[src/hw/rtl/dthad_pkg.sv]
`timescale 1ns / 1ps
`default_nettype none

package dthad_pkg;

  // Fixed field widths
  localparam int unsigned TempW    = 48;
  localparam int unsigned AgeInW   = 32;
  localparam int unsigned CntW     = 16;
  localparam int unsigned DecayW   = 24;
  localparam int unsigned GainW    = 32;
  localparam int unsigned ChunkW   = 24;  // temperature is scaled in two halves of this width
  localparam int unsigned CfgIdxW  = 2;
  localparam int unsigned CfgDataW = 48;

  // Register indexes
  localparam logic [CfgIdxW-1:0] CFG_DECAY = 2'd0;
  localparam logic [CfgIdxW-1:0] CFG_GAIN  = 2'd1;
  localparam logic [CfgIdxW-1:0] CFG_COLD  = 2'd2;
  localparam logic [CfgIdxW-1:0] CFG_HOT   = 2'd3;

  // Register reset values
  localparam logic [DecayW-1:0] DecayRst = 24'd15099494;
  localparam logic [GainW-1:0]  GainRst  = 32'd167772160;
  localparam logic [TempW-1:0]  ColdRst  = 48'd16777;
  localparam logic [TempW-1:0]  HotRst   = 48'd16777216;

  // Controller states
  typedef enum logic [3:0] {
    ST_IDLE,
    ST_CHECK,
    ST_FIRST,
    ST_POW,
    ST_SC_LO,
    ST_SC_HI,
    ST_SC_SUM,
    ST_COLD,
    ST_ADD,
    ST_UPDATE,
    ST_PUBLISH
  } state_e;

  // Datapath operations, one per cycle
  typedef enum logic [3:0] {
    OP_NONE,
    OP_LOAD,          // latch input word
    OP_FIRST,         // gain * count, clear record state
    OP_POW_INIT_GAP,  // power unit: exponent gap - 1
    OP_POW_MUL,       // acc <= acc * base
    OP_POW_SQ,        // base <= base * base
    OP_SC_LO,         // low half of temperature times power
    OP_SC_HI,         // high half of temperature times power
    OP_SC_SUM,        // combine halves into temperature
    OP_COLD_NEXT,     // cold check, power unit: exponent one
    OP_ADD,           // saturating add of count
    OP_UPDATE,        // peak / hot-again update
    OP_PUBLISH        // load output register
  } dp_op_e;

  typedef struct packed {
    dp_op_e op;
  } dp_cmd_t;

  typedef struct packed {
    logic first;
    logic rising;
    logic exp_zero;
    logic exp_lsb;
  } dp_status_t;

endpackage

`default_nettype wire

[src/hw/rtl/dthad_ctrl.sv]
`timescale 1ns / 1ps
`default_nettype none

module dthad_ctrl
  import dthad_pkg::*;
(
  input  wire logic       clk_i,
  input  wire logic       rst_ni,
  input  wire logic       in_valid_i,
  output logic            in_ready_o,
  output logic            out_valid_o,
  input  wire logic       out_ready_i,
  input  wire dp_status_t status_i,
  output dp_cmd_t         cmd_o
);

  state_e state_q, state_d;
  logic   pass_q, pass_d;       // 0: decay by alpha^(gap-1), 1: decay by alpha
  logic   out_valid_q, out_valid_d;

  // State register
  always_ff @(posedge clk_i or negedge rst_ni) begin
    if (!rst_ni) begin
      state_q     <= ST_IDLE;
      pass_q      <= 1'b0;
      out_valid_q <= 1'b0;
    end else begin
      state_q     <= state_d;
      pass_q      <= pass_d;
      out_valid_q <= out_valid_d;
    end
  end

  // Next state and commands
  always_comb begin
    state_d     = state_q;
    pass_d      = pass_q;
    out_valid_d = out_valid_q & ~out_ready_i;
    cmd_o.op    = OP_NONE;
    in_ready_o  = 1'b0;
    case (state_q)
      ST_IDLE: begin
        in_ready_o = 1'b1;
        if (in_valid_i) begin
          cmd_o.op = OP_LOAD;
          state_d  = ST_CHECK;
        end
      end
      ST_CHECK: begin
        if (status_i.first) begin
          state_d = ST_FIRST;
        end else if (!status_i.rising) begin
          state_d = ST_ADD;
        end else begin
          cmd_o.op = OP_POW_INIT_GAP;
          pass_d   = 1'b0;
          state_d  = ST_POW;
        end
      end
      ST_FIRST: begin
        cmd_o.op = OP_FIRST;
        state_d  = ST_PUBLISH;
      end
      // square-and-multiply, lsb first, stops once the exponent is spent
      ST_POW: begin
        if (status_i.exp_zero) begin
          state_d = ST_SC_LO;
        end else if (status_i.exp_lsb) begin
          cmd_o.op = OP_POW_MUL;
        end else begin
          cmd_o.op = OP_POW_SQ;
        end
      end
      ST_SC_LO: begin
        cmd_o.op = OP_SC_LO;
        state_d  = ST_SC_HI;
      end
      ST_SC_HI: begin
        cmd_o.op = OP_SC_HI;
        state_d  = ST_SC_SUM;
      end
      ST_SC_SUM: begin
        cmd_o.op = OP_SC_SUM;
        state_d  = pass_q ? ST_ADD : ST_COLD;
      end
      ST_COLD: begin
        cmd_o.op = OP_COLD_NEXT;
        pass_d   = 1'b1;
        state_d  = ST_POW;
      end
      ST_ADD: begin
        cmd_o.op = OP_ADD;
        state_d  = ST_UPDATE;
      end
      ST_UPDATE: begin
        cmd_o.op = OP_UPDATE;
        state_d  = ST_PUBLISH;
      end
      // wait for the output register to be free
      ST_PUBLISH: begin
        if (!out_valid_q || out_ready_i) begin
          cmd_o.op    = OP_PUBLISH;
          out_valid_d = 1'b1;
          state_d     = ST_IDLE;
        end
      end
      default: begin
        state_d = ST_IDLE;
      end
    endcase
  end

  assign out_valid_o = out_valid_q;

endmodule

`default_nettype wire

[src/hw/rtl/dthad_datapath.sv]
`timescale 1ns / 1ps
`default_nettype none

module dthad_datapath
  import dthad_pkg::*;
#(
  parameter int unsigned AGE_BITS  = 32,
  parameter int unsigned FRAC_BITS = 24
) (
  input  wire logic                clk_i,
  input  wire logic                rst_ni,
  input  wire dp_cmd_t             cmd_i,
  output dp_status_t               status_o,
  // input word
  input  wire logic                first_pair_i,
  input  wire logic [AgeInW-1:0]   age_value_i,
  input  wire logic [CntW-1:0]     access_count_i,
  // configuration
  input  wire logic                cfg_we_i,
  input  wire logic [CfgIdxW-1:0]  cfg_index_i,
  input  wire logic [CfgDataW-1:0] cfg_data_i,
  // result word
  output logic [TempW-1:0]         temperature_o,
  output logic                     peak_passed_o,
  output logic [TempW-1:0]         peak_temperature_o,
  output logic                     hot_again_o
);

  localparam int unsigned F   = FRAC_BITS;
  localparam int unsigned AW  = (AGE_BITS < AgeInW) ? AGE_BITS : AgeInW;
  localparam int unsigned XW  = GainW;                       // covers base, chunk and gain
  localparam int unsigned YW  = (F + 1 > CntW) ? F + 1 : CntW;
  localparam int unsigned PW  = XW + YW;
  localparam int unsigned LW  = ChunkW + F + 1;              // one half-product
  localparam int unsigned SW  = TempW + F + 1;               // recombined product
  localparam int unsigned AXW = DecayW + GainW;              // alpha, widened for masking

  // Configuration registers
  logic [DecayW-1:0] decay_q;
  logic [GainW-1:0]  gain_q;
  logic [TempW-1:0]  cold_thr_q;
  logic [TempW-1:0]  hot_thr_q;

  always_ff @(posedge clk_i or negedge rst_ni) begin
    if (!rst_ni) begin
      decay_q    <= DecayRst;
      gain_q     <= GainRst;
      cold_thr_q <= ColdRst;
      hot_thr_q  <= HotRst;
    end else if (cfg_we_i) begin
      case (cfg_index_i)
        CFG_DECAY: decay_q    <= cfg_data_i[DecayW-1:0];
        CFG_GAIN:  gain_q     <= cfg_data_i[GainW-1:0];
        CFG_COLD:  cold_thr_q <= cfg_data_i[TempW-1:0];
        CFG_HOT:   hot_thr_q  <= cfg_data_i[TempW-1:0];
        default: ;
      endcase
    end
  end

  // Latched input word
  logic            first_q;
  logic [AW-1:0]   age_q;
  logic [CntW-1:0] cnt_q;

  always_ff @(posedge clk_i) begin
    if (cmd_i.op == OP_LOAD) begin
      first_q <= first_pair_i;
      age_q   <= age_value_i[AW-1:0];
      cnt_q   <= access_count_i;
    end
  end

  // Record state
  logic [TempW-1:0] temp_q;
  logic [AW-1:0]    prev_q;
  logic             cold_q;
  logic [TempW-1:0] peak_q;
  logic             hot_q;

  // Power unit and scaling scratch
  logic [F:0]    acc_q;
  logic [F-1:0]  base_q;
  logic [AW-1:0] exp_q;
  logic [LW-1:0] lo_q;
  logic [LW-1:0] hi_q;

  // alpha masked to the fraction bits
  logic [AXW-1:0] alpha_wide;
  logic [F-1:0]   alpha;
  logic [F:0]     one_fx;
  assign alpha_wide = AXW'(decay_q);
  assign alpha      = alpha_wide[F-1:0];
  assign one_fx     = {1'b1, {F{1'b0}}};

  // Shared multiplier, operand selection by operation
  logic [XW-1:0] mul_x;
  logic [YW-1:0] mul_y;
  logic [PW-1:0] prod;

  always_comb begin
    mul_x = '0;
    mul_y = '0;
    case (cmd_i.op)
      OP_POW_MUL: begin
        mul_x = XW'(base_q);
        mul_y = YW'(acc_q);
      end
      OP_POW_SQ: begin
        mul_x = XW'(base_q);
        mul_y = YW'(base_q);
      end
      OP_SC_LO: begin
        mul_x = XW'(temp_q[ChunkW-1:0]);
        mul_y = YW'(acc_q);
      end
      OP_SC_HI: begin
        mul_x = XW'(temp_q[TempW-1:ChunkW]);
        mul_y = YW'(acc_q);
      end
      OP_FIRST: begin
        mul_x = gain_q;
        mul_y = YW'(cnt_q);
      end
      default: ;
    endcase
  end

  assign prod = PW'(mul_x) * PW'(mul_y);

  // Recombine half-products, floor to the fraction point
  logic [SW-1:0] sc_sum;
  assign sc_sum = (SW'(hi_q) << ChunkW) + SW'(lo_q);

  // Saturating count add
  logic [CntW+F-1:0] cnt_fx;
  logic [TempW:0]    add_sum;
  assign cnt_fx  = {cnt_q, {F{1'b0}}};
  assign add_sum = (TempW + 1)'(temp_q) + (TempW + 1)'(cnt_fx);

  // Age gap
  logic [AW-1:0] gap;
  assign gap = age_q - prev_q;

  // Record state and power unit updates
  always_ff @(posedge clk_i or negedge rst_ni) begin
    if (!rst_ni) begin
      temp_q <= '0;
      prev_q <= '0;
      cold_q <= 1'b0;
      peak_q <= '0;
      hot_q  <= 1'b0;
    end else begin
      case (cmd_i.op)
        OP_FIRST: begin
          temp_q <= prod[TempW-1:0];
          prev_q <= age_q;
          cold_q <= 1'b0;
          peak_q <= '0;
          hot_q  <= 1'b0;
        end
        OP_SC_SUM: begin
          temp_q <= TempW'(sc_sum >> F);
        end
        OP_COLD_NEXT: begin
          if (!cold_q && (gap > AW'(1)) && (temp_q < cold_thr_q)) begin
            cold_q <= 1'b1;
          end
        end
        OP_ADD: begin
          temp_q <= add_sum[TempW] ? {TempW{1'b1}} : add_sum[TempW-1:0];
          prev_q <= age_q;
        end
        OP_UPDATE: begin
          if (!cold_q) begin
            if (temp_q > peak_q) begin
              peak_q <= temp_q;
            end
          end else if (temp_q > hot_thr_q) begin
            hot_q <= 1'b1;
          end
        end
        default: ;
      endcase
    end
  end

  // Power unit and scratch registers
  always_ff @(posedge clk_i) begin
    case (cmd_i.op)
      OP_POW_INIT_GAP: begin
        acc_q  <= one_fx;
        base_q <= alpha;
        exp_q  <= gap - AW'(1);
      end
      OP_COLD_NEXT: begin
        acc_q  <= one_fx;
        base_q <= alpha;
        exp_q  <= AW'(1);
      end
      OP_POW_MUL: begin
        acc_q    <= (F + 1)'(prod >> F);
        exp_q[0] <= 1'b0;
      end
      OP_POW_SQ: begin
        base_q <= F'(prod >> F);
        exp_q  <= exp_q >> 1;
      end
      OP_SC_LO: lo_q <= prod[LW-1:0];
      OP_SC_HI: hi_q <= prod[LW-1:0];
      default: ;
    endcase
  end

  // Output register
  always_ff @(posedge clk_i) begin
    if (cmd_i.op == OP_PUBLISH) begin
      temperature_o      <= temp_q;
      peak_passed_o      <= cold_q;
      peak_temperature_o <= peak_q;
      hot_again_o        <= hot_q;
    end
  end

  // Status to the controller
  assign status_o.first    = first_q;
  assign status_o.rising   = age_q > prev_q;
  assign status_o.exp_zero = (exp_q == '0);
  assign status_o.exp_lsb  = exp_q[0];

endmodule

`default_nettype wire

[src/hw/rtl/decaying_temperature_hot_again_detector_unit.sv]
`timescale 1ns / 1ps
`default_nettype none

// Channel  Handshake               Word
// input    in_valid_i/in_ready_o   first_pair_i, age_value_i, access_count_i
// output   out_valid_o/out_ready_i temperature_o, peak_passed_o, peak_temperature_o,
//                                  hot_again_o
// config   cfg_valid_i/cfg_ready_o cfg_index_i, cfg_data_i
//
// One word at a time. alpha^(gap-1) is built by square-and-multiply on the one shared
// multiplier, one product a cycle; a first pair or an age that is not rising skips it.
// Reset clears the record state and loads the register defaults. A result waiting
// in the output register does not stop the next word; that word holds in its last
// cycle until the waiting result is taken.

module decaying_temperature_hot_again_detector_unit
  import dthad_pkg::*;
#(
  parameter int unsigned AGE_BITS  = 32,
  parameter int unsigned FRAC_BITS = 24
) (
  input  wire logic                clk_i,
  input  wire logic                rst_ni,
  // input channel
  input  wire logic                in_valid_i,
  output logic                     in_ready_o,
  input  wire logic                first_pair_i,
  input  wire logic [AgeInW-1:0]   age_value_i,
  input  wire logic [CntW-1:0]     access_count_i,
  // output channel
  output logic                     out_valid_o,
  input  wire logic                out_ready_i,
  output logic [TempW-1:0]         temperature_o,
  output logic                     peak_passed_o,
  output logic [TempW-1:0]         peak_temperature_o,
  output logic                     hot_again_o,
  // configuration channel
  input  wire logic                cfg_valid_i,
  output logic                     cfg_ready_o,
  input  wire logic [CfgIdxW-1:0]  cfg_index_i,
  input  wire logic [CfgDataW-1:0] cfg_data_i
);

  dp_cmd_t    cmd;
  dp_status_t status;

  // Register writes are always taken
  assign cfg_ready_o = 1'b1;

  dthad_ctrl u_ctrl (
    .clk_i       (clk_i),
    .rst_ni      (rst_ni),
    .in_valid_i  (in_valid_i),
    .in_ready_o  (in_ready_o),
    .out_valid_o (out_valid_o),
    .out_ready_i (out_ready_i),
    .status_i    (status),
    .cmd_o       (cmd)
  );

  dthad_datapath #(
    .AGE_BITS  (AGE_BITS),
    .FRAC_BITS (FRAC_BITS)
  ) u_datapath (
    .clk_i              (clk_i),
    .rst_ni             (rst_ni),
    .cmd_i              (cmd),
    .status_o           (status),
    .first_pair_i       (first_pair_i),
    .age_value_i        (age_value_i),
    .access_count_i     (access_count_i),
    .cfg_we_i           (cfg_valid_i),
    .cfg_index_i        (cfg_index_i),
    .cfg_data_i         (cfg_data_i),
    .temperature_o      (temperature_o),
    .peak_passed_o      (peak_passed_o),
    .peak_temperature_o (peak_temperature_o),
    .hot_again_o        (hot_again_o)
  );

endmodule

`default_nettype wire
[config.mk]
export PLATFORM = sky130hd
export DESIGN_NAME = decaying_temperature_hot_again_detector_unit
export DESIGN_NICKNAME = d
export VERILOG_FILES = /design/src/hw/rtl/dthad_pkg.sv /design/src/hw/rtl/dthad_ctrl.sv /design/src/hw/rtl/dthad_datapath.sv /design/src/hw/rtl/decaying_temperature_hot_again_detector_unit.sv
export SDC_FILE = /design/constraint.sdc
export NUM_CORES = 2
export LEC_CHECK = 0
export BUFFER_PORTS_ARGS = -buffer_cell sky130_fd_sc_hd__buf_2
export CAP_MARGIN = 20
export CORE_AREA = 10 10 360 362
export DETAILED_ROUTE_END_ITERATION = 12
export DIE_AREA = 0 0 370 372
export PLACE_DENSITY = 0.7
export SYNTH_ARGS = -nofsm -noshare
export SYNTH_HDL_FRONTEND = slang
export SYNTH_SLANG_ARGS = --single-unit
[constraint.sdc]
create_clock -name clk_i -period 8.6 [get_ports clk_i]
set_input_delay 1.29 -clock clk_i [delete_from_list [all_inputs] [get_ports clk_i]]
set_output_delay 1.29 -clock clk_i [all_outputs]
set_load 0.02 [all_outputs]
==> qor.csv <==
metric,value,unit
status,"complete, but fails checks",
failed_checks,negative setup slack,
cp.required,8930,ps
cts.reportedPaths.clkPinSlew,70,ps
fin_crit_sh,111,%
viasPerCell,5.60,
setup_slack,-976,ps
critical_path_buf_inv_count,15,
cts_root_buffer,clkbuf_16,
layout_common_cells,"950 x inv_1, 664 x buf_4, 630 x fa_1, 611 x nand2_1, 498 x nor2_1",
cp-end-kind,flop,
tightest_slew,1220,ps
max_clock_freq,104,MHz
ys_types,100,
drive_gt1_share,27.1,%
grt_use_total,27.0,%
antenna_found_initial,14,
grt_max_degree,137,
rsz0062_at_grt,true,
fp.dieW,370,um
syn_inst,5703,
slowest_stage,fa_1,
start_kind,flop,
slew_headroom,18.2,%
fin_skew,36.8,ps
drt_wl_total,192000,um
place.gp.congestion,0.989,
crit_path_max_incr_delay,580,ps
io_buffers,203,
synth_seq_cells,589,
drt_first_iter_violations,4349,
htree_num_levels,2,
ys_seq_area_share,29.2,%
firstDrtPassIters,6,
cp_common_cell,buf_4,
grt_pass1_wl,284000,um
hold_viol_final,0,
maxSlewViolCount,0,
vias,46400,
area_delta_synth_final,25.4,%
synth_area,55700,um^2
synthArstFlopShare,48.9,%
hold_path.class,flop to flop,
route.detailed.drc,0,
maxCapViolCount,0,
die-area,138000,um^2
n_fill_cell,10300,
grt_pass1_vias,47100,
arrival,9900,ps
setup_viol,136,
tns,-90610,ps
crit_family,adder cells,
cts_buffers,53,
min_period,9580,ps
layout_commonest_cell,inv_1,
crit_fanout,7,
ys_warn_count,0,
dp_hpwl,151000,um
synth_top_flop_cell,edfxtp_1,
overflow,0,
ant_nets,0,
die_y,372,um
wl_per_cell,23.1,um
cts_tree,done,
clk_path_buf_depth,3,
start_util,45.4,%
core,123000,um^2
rows,129,
cts.sinks,589,
synth_area_per_cell,9.77,um^2
num_io_pins,205,
clock_latency,630,ps
synth-edff-count,301,
path_class,flop to flop,
nets,7730,
-- cell families (layout without fill, tap and decap cells) --
family	Yosys count	count (layout)	synth area share, %
and+or+nand+nor	1526	1526	12.0
xor gates and xnor gates	153	153	2.41
buffers and inverters	1270	2172	8.85
AOI/OAI and AO/OA	901	901	10.9
adders and majority gates	1031	1031	32.1
other	2	50	0.0135
DFF	589	589	29.2
muxes	231	231	4.60
-- registers in the layout, summed over array words and instances, names as in the netlist, 4 cells and up --
name / count
u_datapath.cold_thr_q: 48
u_datapath.base_q: 24
u_datapath.acc_q: 25
u_datapath.age_q: 32
u_datapath.exp_q: 32
u_datapath.gain_q: 32
u_datapath.temperature_o: 48
u_datapath.peak_temperature_o: 48
u_datapath.cnt_q: 16
u_ctrl.state_q: 4
u_datapath.alpha: 24
u_datapath.hi_q: 48
u_datapath.prev_q: 32
u_datapath.temp_q: 48
u_datapath.peak_q: 48
u_datapath.hot_thr_q: 48
u_datapath.lo_q: 25
-- stage by stage --
stage	worst slack, ps	instances	area, um^2	utilization, %	hold slack [ps]
floorplan	-142	5738	56400	-	425
global placement	-1380	8065	64700	52.7	430
detailed placement	-1490	8065	64700	52.7	432
CTS	-982	8229	68300	55.7	448
global route	-1220	8282	69800	56.9	451
finish	-976	8290	69900	57.0	451
-- per-layer routing --
layer  part of all wire, %  global-route usage, %  vias up
li1                      -                      -    20400
met4                   6.0                   12.4        8
met1                    39                   34.7    23300
met3                   8.9                   5.20      538
met2                    46                   44.1     2185
met5                 0.030                      0        -
-- worst register-to-register path: cells and delay by family (launching register included) --
family          cells  cell delay, ps
fa+ha+maj          10            4050
compound gates     10            1870
buf+inv            15            1790
simple gates        5             910
flops               1             380
xor+xnor            1             160
mux                 1             140
-- layout make-up --
class                           count  area (um^2)  area share (%)
Clock buffer                       74         1480            2.11
Clock inverter                     26          293           0.419
Timing Repair Buffer             1061         9070            13.0
Tap cell                         1637         2050            2.93
Antenna cell                       13         32.5          0.0466
Inverter                         1011         3840            5.50
Sequential cell                   589        16300            23.3
Multi-Input combinational cell   3879        36800            52.7
-- worst paths after layout --
kind	start	end	slack (ps)	cells after the start
setup reg to reg	u_datapath.age_q[0]$_DFFE_PN_	u_datapath.base_q[20]$_DFFE_PP_	-980	42
setup / recovery	u_datapath.age_q[0]$_DFFE_PN_	u_datapath.base_q[20]$_DFFE_PP_	-980	42
hold / removal	u_datapath.peak_q[12]$_DFFE_PN0P_	u_datapath.peak_temperature_o[12]$_DFFE_PN_	450	0
max in group asynchronous	rst_ni	u_datapath.temp_q[6]$_DFFE_PN0P_	6520	2
min in group asynchronous	rst_ni	u_datapath.prev_q[12]$_DFFE_PN0P_	690	1
hold reg to reg	u_datapath.peak_q[12]$_DFFE_PN0P_	u_datapath.peak_temperature_o[12]$_DFFE_PN_	450	0
-- synthesized netlist by cell type, drive strengths merged, types with 22 or more instances --
library cell     n  area [um^2]
xnor2           90          788
nor4            30          209
and3            39          244
and2            25          156
nand2          632         2370
o211ai          37          283
or2             22          138
clkbuf         165          651
inv           1011         3790
xor2            63          552
nand2b          25          159
mux2i           31          310
nor2b           30          188
nand3           57          285
nand4           57          372
o21a            67          503
a221oi          23          258
edfxtp         301         9040
a21o           107          803
buf             94          483
a21oi          195          983
fa             664        13300
dfrtp          267         6680
nor3            42          215
ha             367         4590
a22oi           31          233
mux2           200         2250
nor2           518         1940
o21ai          221         1110
-- what timing repair did --
item,4_1_cts,5_1_grt
cloned,4,6
setup buffers,67,57
setup endpoints to repair,143,147
pin swaps,154,142
hold buffers,0,0
resized for setup,301,252
endpoints found under the hold margin,0,0
Power is left out: the tool's default activity adds up to more than one toggle a clock period on the data nets, which glitch-free logic cannot reach.
